## src/rtl/core/sfs_pkg.sv

```systemverilog
// Shared types and constants for the slot allocator with free stack.
package sfs_pkg;

    // Default sizing
    localparam int SLOTS_DEF     = 256;
    localparam int KIND_BITS_DEF = 8;

    // Fixed field widths of the request and response
    localparam int IDX_FIELD_W  = 8;
    localparam int KIND_FIELD_W = 8;
    localparam int CAP_W        = 9;
    localparam logic [CAP_W-1:0] CAP_RESET = 9'd256;

    // Request codes (code 3 decodes as a lookup)
    localparam logic [1:0] REQ_ALLOC  = 2'd0;
    localparam logic [1:0] REQ_FREE   = 2'd1;
    localparam logic [1:0] REQ_LOOKUP = 2'd2;

    // Status codes
    localparam logic [1:0] ST_OK       = 2'd0;
    localparam logic [1:0] ST_FULL     = 2'd1;
    localparam logic [1:0] ST_FREE_IGN = 2'd2;
    localparam logic [1:0] ST_OUT_RNG  = 2'd3;

    typedef struct packed {
        logic [1:0]              req_type;
        logic [IDX_FIELD_W-1:0]  slot_index;
        logic [KIND_FIELD_W-1:0] entity_kind;
    } req_t;

    typedef struct packed {
        logic [IDX_FIELD_W-1:0]  result_index;
        logic [1:0]              status;
        logic [KIND_FIELD_W-1:0] stored_kind;
    } rsp_t;

endpackage

```

## src/rtl/core/sfs_ram.sv

```systemverilog
// Single-port-write, single-port-read synchronous RAM with registered read data.
module sfs_ram #(
    parameter int DEPTH = 256,
    parameter int WIDTH = 8,
    localparam int AW = (DEPTH > 1) ? $clog2(DEPTH) : 1
) (
    input  logic             clk,
    input  logic             we,
    input  logic [AW-1:0]    waddr,
    input  logic [WIDTH-1:0] wdata,
    input  logic             re,
    input  logic [AW-1:0]    raddr,
    output logic [WIDTH-1:0] rdata
);

    logic [WIDTH-1:0] mem [DEPTH];
    logic [WIDTH-1:0] rdata_reg;

    // Write port
    always_ff @(posedge clk)
    begin
        if (we)
        begin
            mem[waddr] <= wdata;
        end
    end

    // Read port with registered read data
    always_ff @(posedge clk)
    begin
        if (re)
        begin
            rdata_reg <= mem[raddr];
        end
    end

    assign rdata = rdata_reg;

endmodule

```

## src/rtl/core/slot_allocator_free_stack_top.sv

```systemverilog
// Top level of the slot allocator: request FSM, free stack and kind store.
//
// Slot index allocator. Index 0 is reserved as "none". Allocate pops the most
// recently freed index, else takes the next fresh index from a high-water
// counter (starting at 1) until it reaches min(capacity, SLOTS); then it
// answers full. Free empties a live slot and pushes it on the stack; lookup
// returns the kind held by an allocated slot. For each request, on acceptance
// the kind store and the top of the free stack are read, and in the execute
// state the synchronous RAMs are updated and the response is registered. A
// new request is taken once the previous one has executed, even while an
// earlier response still waits in the output register; the update stalls
// only if that register is still full. Capacity writes are taken in any cycle.
module slot_allocator_free_stack_top
    import sfs_pkg::*;
#(
    parameter int SLOTS     = SLOTS_DEF,
    parameter int KIND_BITS = KIND_BITS_DEF
) (
    input  logic             clk,
    input  logic             rst_n,
    input  logic             req_valid,
    output logic             req_ready,
    input  req_t             req_data,
    output logic             rsp_valid,
    input  logic             rsp_ready,
    output rsp_t             rsp_data,
    input  logic             cfg_valid,
    output logic             cfg_ready,
    input  logic [CAP_W-1:0] cfg_data
);

    localparam int IDX_W = (SLOTS > 1) ? $clog2(SLOTS) : 1;
    localparam int CNT_W = $clog2(SLOTS + 1);
    localparam int CMP_W = (CNT_W > CAP_W) ? CNT_W : CAP_W;
    localparam logic [CMP_W-1:0] SLOTS_C = CMP_W'(SLOTS);

    typedef enum logic {
        S_IDLE,
        S_EXEC
    } state_t;

    state_t               state_reg;
    req_t                 req_reg;
    logic [CAP_W-1:0]     cap_reg;
    logic [CNT_W-1:0]     depth_reg;
    logic [CNT_W-1:0]     depth_next;
    logic [CNT_W-1:0]     hw_reg;
    logic [CNT_W-1:0]     hw_next;
    logic                 rsp_valid_reg;
    rsp_t                 rsp_reg;
    rsp_t                 rsp_next;

    logic                 req_fire;
    logic                 exec_fire;

    logic                 kind_we;
    logic [IDX_W-1:0]     kind_waddr;
    logic [KIND_BITS-1:0] kind_wdata;
    logic [KIND_BITS-1:0] kind_rdata;
    logic                 stk_we;
    logic [IDX_W-1:0]     stk_waddr;
    logic [IDX_W-1:0]     stk_wdata;
    logic [IDX_W-1:0]     stk_raddr;
    logic [IDX_W-1:0]     stk_rdata;

    logic [CMP_W-1:0]     idx_c;
    logic [CMP_W-1:0]     hw_c;
    logic                 idx_ok;
    logic [IDX_W-1:0]     idx_mem;

    assign req_ready = (state_reg == S_IDLE);
    assign req_fire  = req_valid && req_ready;
    assign exec_fire = (state_reg == S_EXEC) && (!rsp_valid_reg || rsp_ready);
    assign cfg_ready = 1'b1;
    assign rsp_valid = rsp_valid_reg;
    assign rsp_data  = rsp_reg;

    // Top of stack address for the pop read
    assign stk_raddr = IDX_W'(depth_reg - CNT_W'(1));

    // Range check of the request index against the high-water mark
    assign idx_c   = CMP_W'(req_reg.slot_index);
    assign hw_c    = CMP_W'(hw_reg);
    assign idx_ok  = (idx_c != '0) && (idx_c < hw_c) && (idx_c < SLOTS_C);
    assign idx_mem = IDX_W'(req_reg.slot_index);

    // Execute step: decide the response and the memory updates
    always_comb
    begin
        depth_next            = depth_reg;
        hw_next               = hw_reg;
        kind_we               = 1'b0;
        kind_waddr            = idx_mem;
        kind_wdata            = '0;
        stk_we                = 1'b0;
        stk_waddr             = IDX_W'(depth_reg);
        stk_wdata             = idx_mem;
        rsp_next.result_index = req_reg.slot_index;
        rsp_next.status       = ST_OK;
        rsp_next.stored_kind  = '0;
        case (req_reg.req_type)
            REQ_ALLOC:
            begin
                kind_wdata = KIND_BITS'(req_reg.entity_kind);
                if (depth_reg != '0)
                begin
                    depth_next            = depth_reg - CNT_W'(1);
                    kind_we               = exec_fire;
                    kind_waddr            = stk_rdata;
                    rsp_next.result_index = IDX_FIELD_W'(stk_rdata);
                end
                else if ((hw_c < CMP_W'(cap_reg)) && (hw_c < SLOTS_C))
                begin
                    hw_next               = hw_reg + CNT_W'(1);
                    kind_we               = exec_fire;
                    kind_waddr            = IDX_W'(hw_reg);
                    rsp_next.result_index = IDX_FIELD_W'(hw_reg);
                end
                else
                begin
                    rsp_next.result_index = '0;
                    rsp_next.status       = ST_FULL;
                end
            end
            REQ_FREE:
            begin
                if (!idx_ok || (kind_rdata == '0))
                begin
                    rsp_next.status = ST_FREE_IGN;
                end
                else
                begin
                    kind_we = exec_fire;
                    // push guarded against overflow
                    if (CMP_W'(depth_reg) < SLOTS_C)
                    begin
                        stk_we     = exec_fire;
                        depth_next = depth_reg + CNT_W'(1);
                    end
                end
            end
            default:
            begin
                // lookup
                if (!idx_ok)
                begin
                    rsp_next.status = ST_OUT_RNG;
                end
                else
                begin
                    rsp_next.stored_kind = KIND_FIELD_W'(kind_rdata);
                end
            end
        endcase
    end

    // Control state, counters and response register
    always_ff @(posedge clk or negedge rst_n)
    begin
        if (!rst_n)
        begin
            state_reg     <= S_IDLE;
            req_reg       <= '0;
            cap_reg       <= CAP_RESET;
            depth_reg     <= '0;
            hw_reg        <= CNT_W'(1);
            rsp_valid_reg <= 1'b0;
            rsp_reg       <= '0;
        end
        else
        begin
            if (cfg_valid && cfg_ready)
            begin
                cap_reg <= cfg_data;
            end
            if (exec_fire)
            begin
                rsp_valid_reg <= 1'b1;
                rsp_reg       <= rsp_next;
            end
            else if (rsp_ready)
            begin
                rsp_valid_reg <= 1'b0;
            end
            unique case (state_reg)
                S_IDLE:
                begin
                    if (req_fire)
                    begin
                        req_reg   <= req_data;
                        state_reg <= S_EXEC;
                    end
                end
                S_EXEC:
                begin
                    if (exec_fire)
                    begin
                        depth_reg <= depth_next;
                        hw_reg    <= hw_next;
                        state_reg <= S_IDLE;
                    end
                end
                default:
                begin
                    state_reg <= S_IDLE;
                end
            endcase
        end
    end

    // Kind per slot
    sfs_ram #(
        .DEPTH (SLOTS),
        .WIDTH (KIND_BITS)
    ) u_kind_store (
        .clk   (clk),
        .we    (kind_we),
        .waddr (kind_waddr),
        .wdata (kind_wdata),
        .re    (req_fire),
        .raddr (IDX_W'(req_data.slot_index)),
        .rdata (kind_rdata)
    );

    // LIFO of freed indices
    sfs_ram #(
        .DEPTH (SLOTS),
        .WIDTH (IDX_W)
    ) u_free_stack (
        .clk   (clk),
        .we    (stk_we),
        .waddr (stk_waddr),
        .wdata (stk_wdata),
        .re    (req_fire),
        .raddr (stk_raddr),
        .rdata (stk_rdata)
    );

endmodule
```

## config.mk

```make
export PLATFORM = sky130hd
export DESIGN_NAME = slot_allocator_free_stack_top
export DESIGN_NICKNAME = d
export VERILOG_FILES = /design/src/rtl/core/sfs_pkg.sv /design/src/rtl/core/sfs_ram.sv /design/src/rtl/core/slot_allocator_free_stack_top.sv
export SDC_FILE = /design/constraint.sdc
export NUM_CORES = 2
export LEC_CHECK = 0
export ABC_AREA = 1
export BUFFER_PORTS_ARGS = -buffer_cell sky130_fd_sc_hd__clkbuf_2
export CORE_ASPECT_RATIO = 0.75
export CORE_MARGIN = 5
export CORE_UTILIZATION = 60
export DETAILED_ROUTE_END_ITERATION = 10
export PLACE_DENSITY_LB_ADDON = 0.1
export SYNTH_ARGS = -nofsm -noshare
export SYNTH_HDL_FRONTEND = slang
export SYNTH_SLANG_ARGS = --single-unit
```

## constraint.sdc

```tcl
create_clock -name clk -period 9.8 [get_ports clk]
set_clock_uncertainty 0.2 [all_clocks]
set_input_delay 0 -clock clk [delete_from_list [all_inputs] [get_ports clk]]
set_output_delay 0 -clock clk [all_outputs]
set_load 0.005 [all_outputs]
```

=== After elaboration in Yosys (flattened, before gate mapping) ===
Memories as Yosys holds them, arrays and structs flattened. A register that Yosys moved wholly into a read port is not among the register bits.
Index checks and enable logic that the tools add are counted.

* Flip-flop bits (word level): 65
* Memory bits (writable): 4096
* Bits of input ports: 32
* Output and inout port bits: 21
* Word-level logic and storage cells: 80
* Memories kept: 2

* Add/subtract/negate cells: 3
* Magnitude comparators: 5
* Equality and inequality tests: 4
* Mux-type cells: 34
* Bitwise logic cells: 2
* Reductions and logical operators: 19

{| class="wikitable"
|+ Memories
! memory !! depth !! bits a word !! read ports !! clocked after Yosys merged registers in !! wr ports !! RTL line !! RTL
|-
| u_free_stack.mem || 256 || 8 || 1 || 1 || 1 || sfs_ram.sv:16 || <nowiki>logic [WIDTH-1:0] mem [DEPTH];</nowiki>
|-
| u_kind_store.mem || 256 || 8 || 1 || 1 || 1 || sfs_ram.sv:16 ||
|}

{| class="wikitable"
|+ Operator list
! kind !! number
|-
| 8-bit 2-to-1 mux || 9
|-
| 9-bit 2-to-1 mux || 3
|-
| 9-bit by 1-bit adder with 9-bit output, second input constant || 2
|-
| 9-bit < comparator, second input constant || 2
|-
| 9-bit one-hot mux with 2 select lines || 1
|-
| 9-bit nonzero test || 2
|-
| 1-bit 2-to-1 mux || 16
|-
| 8-bit by 9-bit < comparator with 1-bit output || 1
|-
| 8-bit by 9-bit < comparator with 1-bit output, second input constant || 1
|-
| 9-bit < comparator || 1
|-
| 9-bit by 1-bit subtractor with 9-bit output, second input constant || 1
|-
| 8-bit logical NOT || 1
|-
| 2-bit inequality test, second input constant || 3
|-
| 6-bit AND reduction || 1
|-
| 1-bit logical AND || 5
|-
| 5-bit AND reduction || 1
|-
| 2-bit 2-to-1 mux || 2
|-
| 1-bit one-hot mux with 2 select lines || 2
|-
| 2-bit one-hot mux with 2 select lines || 1
|-
| 2-bit nonzero test || 2
|-
| 2-bit by 1-bit == test with 1-bit output, second input constant || 1
|-
| 1-bit logical NOT || 2
|-
| 2-bit logical NOT || 1
|-
| 1-bit logical OR || 2
|-
| 3 further kinds || 4
|}

=== Longest topological paths before layout ===
* Depth in word-level cells: 9
* Gate-level depth with buffers: 19
* Mapped depth without buffers: 17

=== By module ===
From an unflattened synthesis, not the netlist that was laid out.

* Cells, all modules: 14577
* Area, all modules: 171024.0 um2

{| class="wikitable"
|+ Modules (own cells, without submodules)
! module !! times used !! cells an instance !! area each (um2) !! sequential area each (um2)
|-
| sfs_ram || 2 || 7003 || 83476.3 || 61739.2
|-
| slot_allocator_free_stack_top || 1 || 571 || 4071.4 || 1629.1
|}

=== Worst setup path after synthesis ===
OpenSTA, ideal clock, no wires.

* Path type: register -> register
* Start point: register req_reg[17] (netlist bit)
* End point: memory u_kind_store.mem[0][0], data pin
* Setup time: 1393 ps
* Arrival time: 6841 ps
* Required time: 8207 ps
* Slack: 1366 ps
* Cell stages (with the launch flop): 5
* Buffers on the path: 1
* Period minus slack after synthesis: 8434 ps
* Path through: dfrtp_1 > nor2_1 > inv_2 > clkbuf_1 > nor2_1

* Word-level cells in the longest chain between the ends: 2

{| class="wikitable"
|+ Ends and longest elaborated chain
! item !! RTL line !! RTL
|-
| start: declaration || slot_allocator_free_stack_top.sv:43 || <nowiki>req_t req_reg;</nowiki>
|-
| start signal: assignment || slot_allocator_free_stack_top.sv:190 || <nowiki>req_reg <= req_data;</nowiki>
|-
| 2-bit logical NOT || slot_allocator_free_stack_top.sv:101 || <nowiki>case (req_reg.req_type)</nowiki>
|-
| 8-bit 2-to-1 mux || slot_allocator_free_stack_top.sv:101 ||
|-
| named net kind_wdata[0] || slot_allocator_free_stack_top.sv:58 || <nowiki>logic [KIND_BITS-1:0] kind_wdata;</nowiki>
|-
| end: declaration || sfs_ram.sv:16 ||
|}

The timed path passes the listed nets, and every way through them passes these cells.

=== Worst setup path after layout ===
* Start point: register depth_reg[0]
* End point: register u_free_stack.rdata_reg[7] (netlist: u_free_stack.rdata[7]) (read register of u_free_stack.mem), data pin

* Word-level cells in the longest chain between the ends: 1

{| class="wikitable"
|+ Ends and longest elaborated chain
! item !! RTL line !! RTL
|-
| start: declaration || slot_allocator_free_stack_top.sv:45 || <nowiki>logic [CNT_W-1:0] depth_reg;</nowiki>
|-
| start signal: assignment || slot_allocator_free_stack_top.sv:198 || <nowiki>depth_reg <= depth_next;</nowiki>
|-
| 9-bit by 1-bit subtractor with 9-bit output || - ||
|-
| end: declaration || sfs_ram.sv:17 || <nowiki>logic [WIDTH-1:0] rdata_reg;</nowiki>
|}

Every way passes these cells.
A chain may end at the register's enable or synchronous reset.

==> results.sh <==
export IMPL_boundaryPins=53
export IMPL_postSynthCellCount=14460
export IMPL_synthDistinctLibCells=40
export IMPL_cts_hold_fix_buffers=71
export IMPL_power_frac_comb_pct=28.8
export IMPL_hold_class="input pin to flop"
export IMPL_max_vdd_ir_drop_v=0.0004111
export IMPL_path_class="flop to flop"
export IMPL_period_needed_ns=5.643
export IMPL_fin_ws_ns=4.157
export IMPL_reg2reg_slack_ns=4.16
export IMPL_fmaxAchievable_mhz=177.2
export IMPL_insertion_delay_ns=0.91
export IMPL_wl_per_cell_um=26.40
export IMPL_clkTransAtPathRegs_ns=0.07
export IMPL_fin_util_pct=65.92
export IMPL_switching_share_pct=35.63
export IMPL_worstMarginPinSlew_ns=1.413
export IMPL_critical_path_arrival_ns=6.10
export IMPL_post_cts_buffers=0
export IMPL_htreeDepth=5
export IMPL_post_place_ws_ns=4.251
export IMPL_cts_root_buffer="clkbuf_16"
export IMPL_r2r_start="depth_reg[0]"
export IMPL_fillers=20970
export IMPL_hp_start="req_data[11]"
export IMPL_grt_ovfl_total=0
export IMPL_outcome="completed"
export IMPL_syn_area_per_cell_um2=11.77
export IMPL_detail_route_antenna_nets=0
export IMPL_syn_num_nets=14510
export IMPL_crit_path_max_fanout=151
export IMPL_crit_path_start_kind="flop"
export IMPL_drcViolationCount=0
export IMPL_rows=169
export IMPL_grt_use_total_pct=32.12
export IMPL_rsz0062_at_grt="false"
export IMPL_endpoint_kind="flop"
export IMPL_die_h_um=471.1
export IMPL_reg2reg_depth=13
export IMPL_post_cts_resize_count=0
export IMPL_clock_sinks=4177
export IMPL_ys_top_cells_by_area="edfxtp_1 73%, nand3_1 12%, nand2_1 9.6%, clkbuf_1 1.7%, nor2_1 1.1%"
export IMPL_finalCritPeriodShare_pct=57.58
export IMPL_setup_viol=0
export IMPL_grt_pass1_vias=107900
export IMPL_drive_above_1_share_pct=6.728
export IMPL_async_flop_share_pct=1.556
export IMPL_clockBufferDepth=4
export IMPL_initial_core_util_pct=60.22
export IMPL_slew_headroom_pct=5.786
export IMPL_power_frac_clock_pct=30.0
export IMPL_cts_buffers=393
export IMPL_cts_tree="done"
export IMPL_synthFlopType="edfxtp_1"
export IMPL_tns_ns=0
export IMPL_dp_final_hpwl_um=273000
export IMPL_area_growth_pct=9.476
export IMPL_synth_seq_cells=4177
export IMPL_worstHoldPathCells=8
export IMPL_p_sw_uw=18090
export IMPL_grt_max_degree=253
export IMPL_seq_area_frac_synth_pct=73.55
export IMPL_final_hold_viol_count=0
export IMPL_initialDrtViolationCount=18300
export IMPL_routed_wirelength_um=481600
export IMPL_die_area_um2=294400
export IMPL_syn_area_um2=170100
export IMPL_p_per_area_nw_per_um2=272.6
export IMPL_intPower_uw=32670
export IMPL_grt_pass1_wl_um=709100
export IMPL_seqCellArea_um2=125100
export IMPL_dieWidth_um=624.8
export IMPL_synth_edf_count=4112
export IMPL_nets=14200
export IMPL_layout_common_cells="4,329 x nand2_1, 4,112 x edfxtp_1, 4,068 x nand3_1"
export IMPL_fp_coreArea_um2=282500
export IMPL_synth_top_area_share_pct=72.59
export IMPL_io_buffer_count=51
export IMPL_yosysTopAreaCell="edfxtp_1"
export IMPL_num_vias=115000
export IMPL_drtPass1Iterations=7
export IMPL_sequentialPowerShare_pct=41.2
export IMPL_via_per_inst=6.302
export IMPL_antenna_found_initial=21
export IMPL_final_common_cell="nand2_1"
export IMPL_slew_viol_final=0
export IMPL_multi_input_area_um2=40710
export IMPL_maxCapViolCount=0
export IMPL_required_ns=10.26
export IMPL_ys_warn_count=0
export IMPL_place_congestion=0.9505
export IMPL_leakagePower_uw=0.06513
export IMPL_hold_end="u_kind_store.rdata[2]"
export IMPL_r2r_end="u_free_stack.rdata[7]"
## cells in the mapped netlist (2+ instances only)
master,number
a21oi_1,18
o21ai_0,57
a21oi_4,3
nor2_2,77
dfstp_2,2
clkbuf_1,754
clkinv_1,5
nand3_1,4068
inv_2,14
a21oi_2,4
a22oi_1,2
nand2_2,27
xor2_1,15
nand2_4,19
buf_4,7
ha_1,20
buf_2,89
nand4_1,15
buf_6,23
nand2_1,4333
dfrtp_1,63
nor2_4,11
inv_1,94
edfxtp_1,4112
o21ai_1,3
nor2_1,490
buf_1,107
nor3_1,12
## metal layers
metal	up-vias	wire length [µm]	GRT usage, %
li1	50650	-	-
met1	56270	197400	49.33
met2	7216	205300	45.24
met3	836	63040	8.762
met4	10	15710	9.640
met5	-	69	0
## final cells by class
class                      count  share of cell area (%)
sequential                  4177                   67.20
timing repair buffer         278                   1.326
multi-input combinational   9183                   21.86
tap                         3762                   2.528
clock buffer                 483                   5.632
inverter                     116                  0.2600
antenna                        6                0.008062
clock inverter               239                   1.189
## through the flow
step	hold WS, ns	std cells	total power [µW]	area [µm²]
floorplan	-0.4956	14460	30170	170100
global placement	-0.2230	17450	35300	172800
detailed placement	-0.2403	17450	35370	172800
CTS	0.005953	18240	50420	186200
global route	0.02844	18240	52620	186200
finish	0.06711	18240	50760	186200
## worst max-delay path, cell delays in order, from the launching register on
cell,delay [ns]
dfrtp_4,0.82
inv_8,0.42
ha_4,0.51
buf_4,0.60
buf_4,0.93
nand3_1,0.20
nand3_1,0.14
nand3_1,0.16
nand3_1,0.20
nand3_1,0.44
nand3_1,0.40
nand2_1,0.09
nand2_1,0.07
nand2_1,0.07
## how the worst max path moves through the flow
| stage | slack, ns | cells past startpoint | from | end |
|---|---|---|---|---|
| 6_report | 4.16 | 13 | depth_reg[0] | u_free_stack.rdata[7] |
| 5_1_grt | 3.91 | 14 | depth_reg[0] | u_free_stack.rdata[7] |
| 3_5_place_dp | 4.25 | 14 | depth_reg[0] | u_free_stack.rdata[5] |
| 3_3_place_gp | 4.30 | 14 | depth_reg[0] | u_free_stack.rdata[6] |
| 2_1_floorplan | 1.37 | 4 | req_reg[17] | u_kind_store.mem[0][0] |
| 4_1_cts | 4.29 | 14 | depth_reg[0] | u_free_stack.rdata[3] |
## power groups by stage
stage          registers, µW  clock network (µW)  logic [µW]
2_1_floorplan          21600                   0        8610
4_1_cts                20900               15300       14200
6_report               20900               15200       14600
3_3_place_gp           21300                   0       14000
5_1_grt                20900               16100       15600
3_5_place_dp           21300                   0       14100
## kinds of logic (layout without fill, tap and decap cells)
logic type,count (synthesis),after routing,synth area share (%)
AOI/OAI and AO/OA,90,90,0.3001
xor gates and xnor gates,15,15,0.07723
adders and majority gates,20,20,0.1471
buffers and inverters,1096,1116,2.606
DFF,4177,4177,73.55
muxes,1,1,0.006619
other,1,7,0.002204
and+or+nand+nor,9056,9056,23.31
Note: power is estimated with default switching activity, not from simulation.
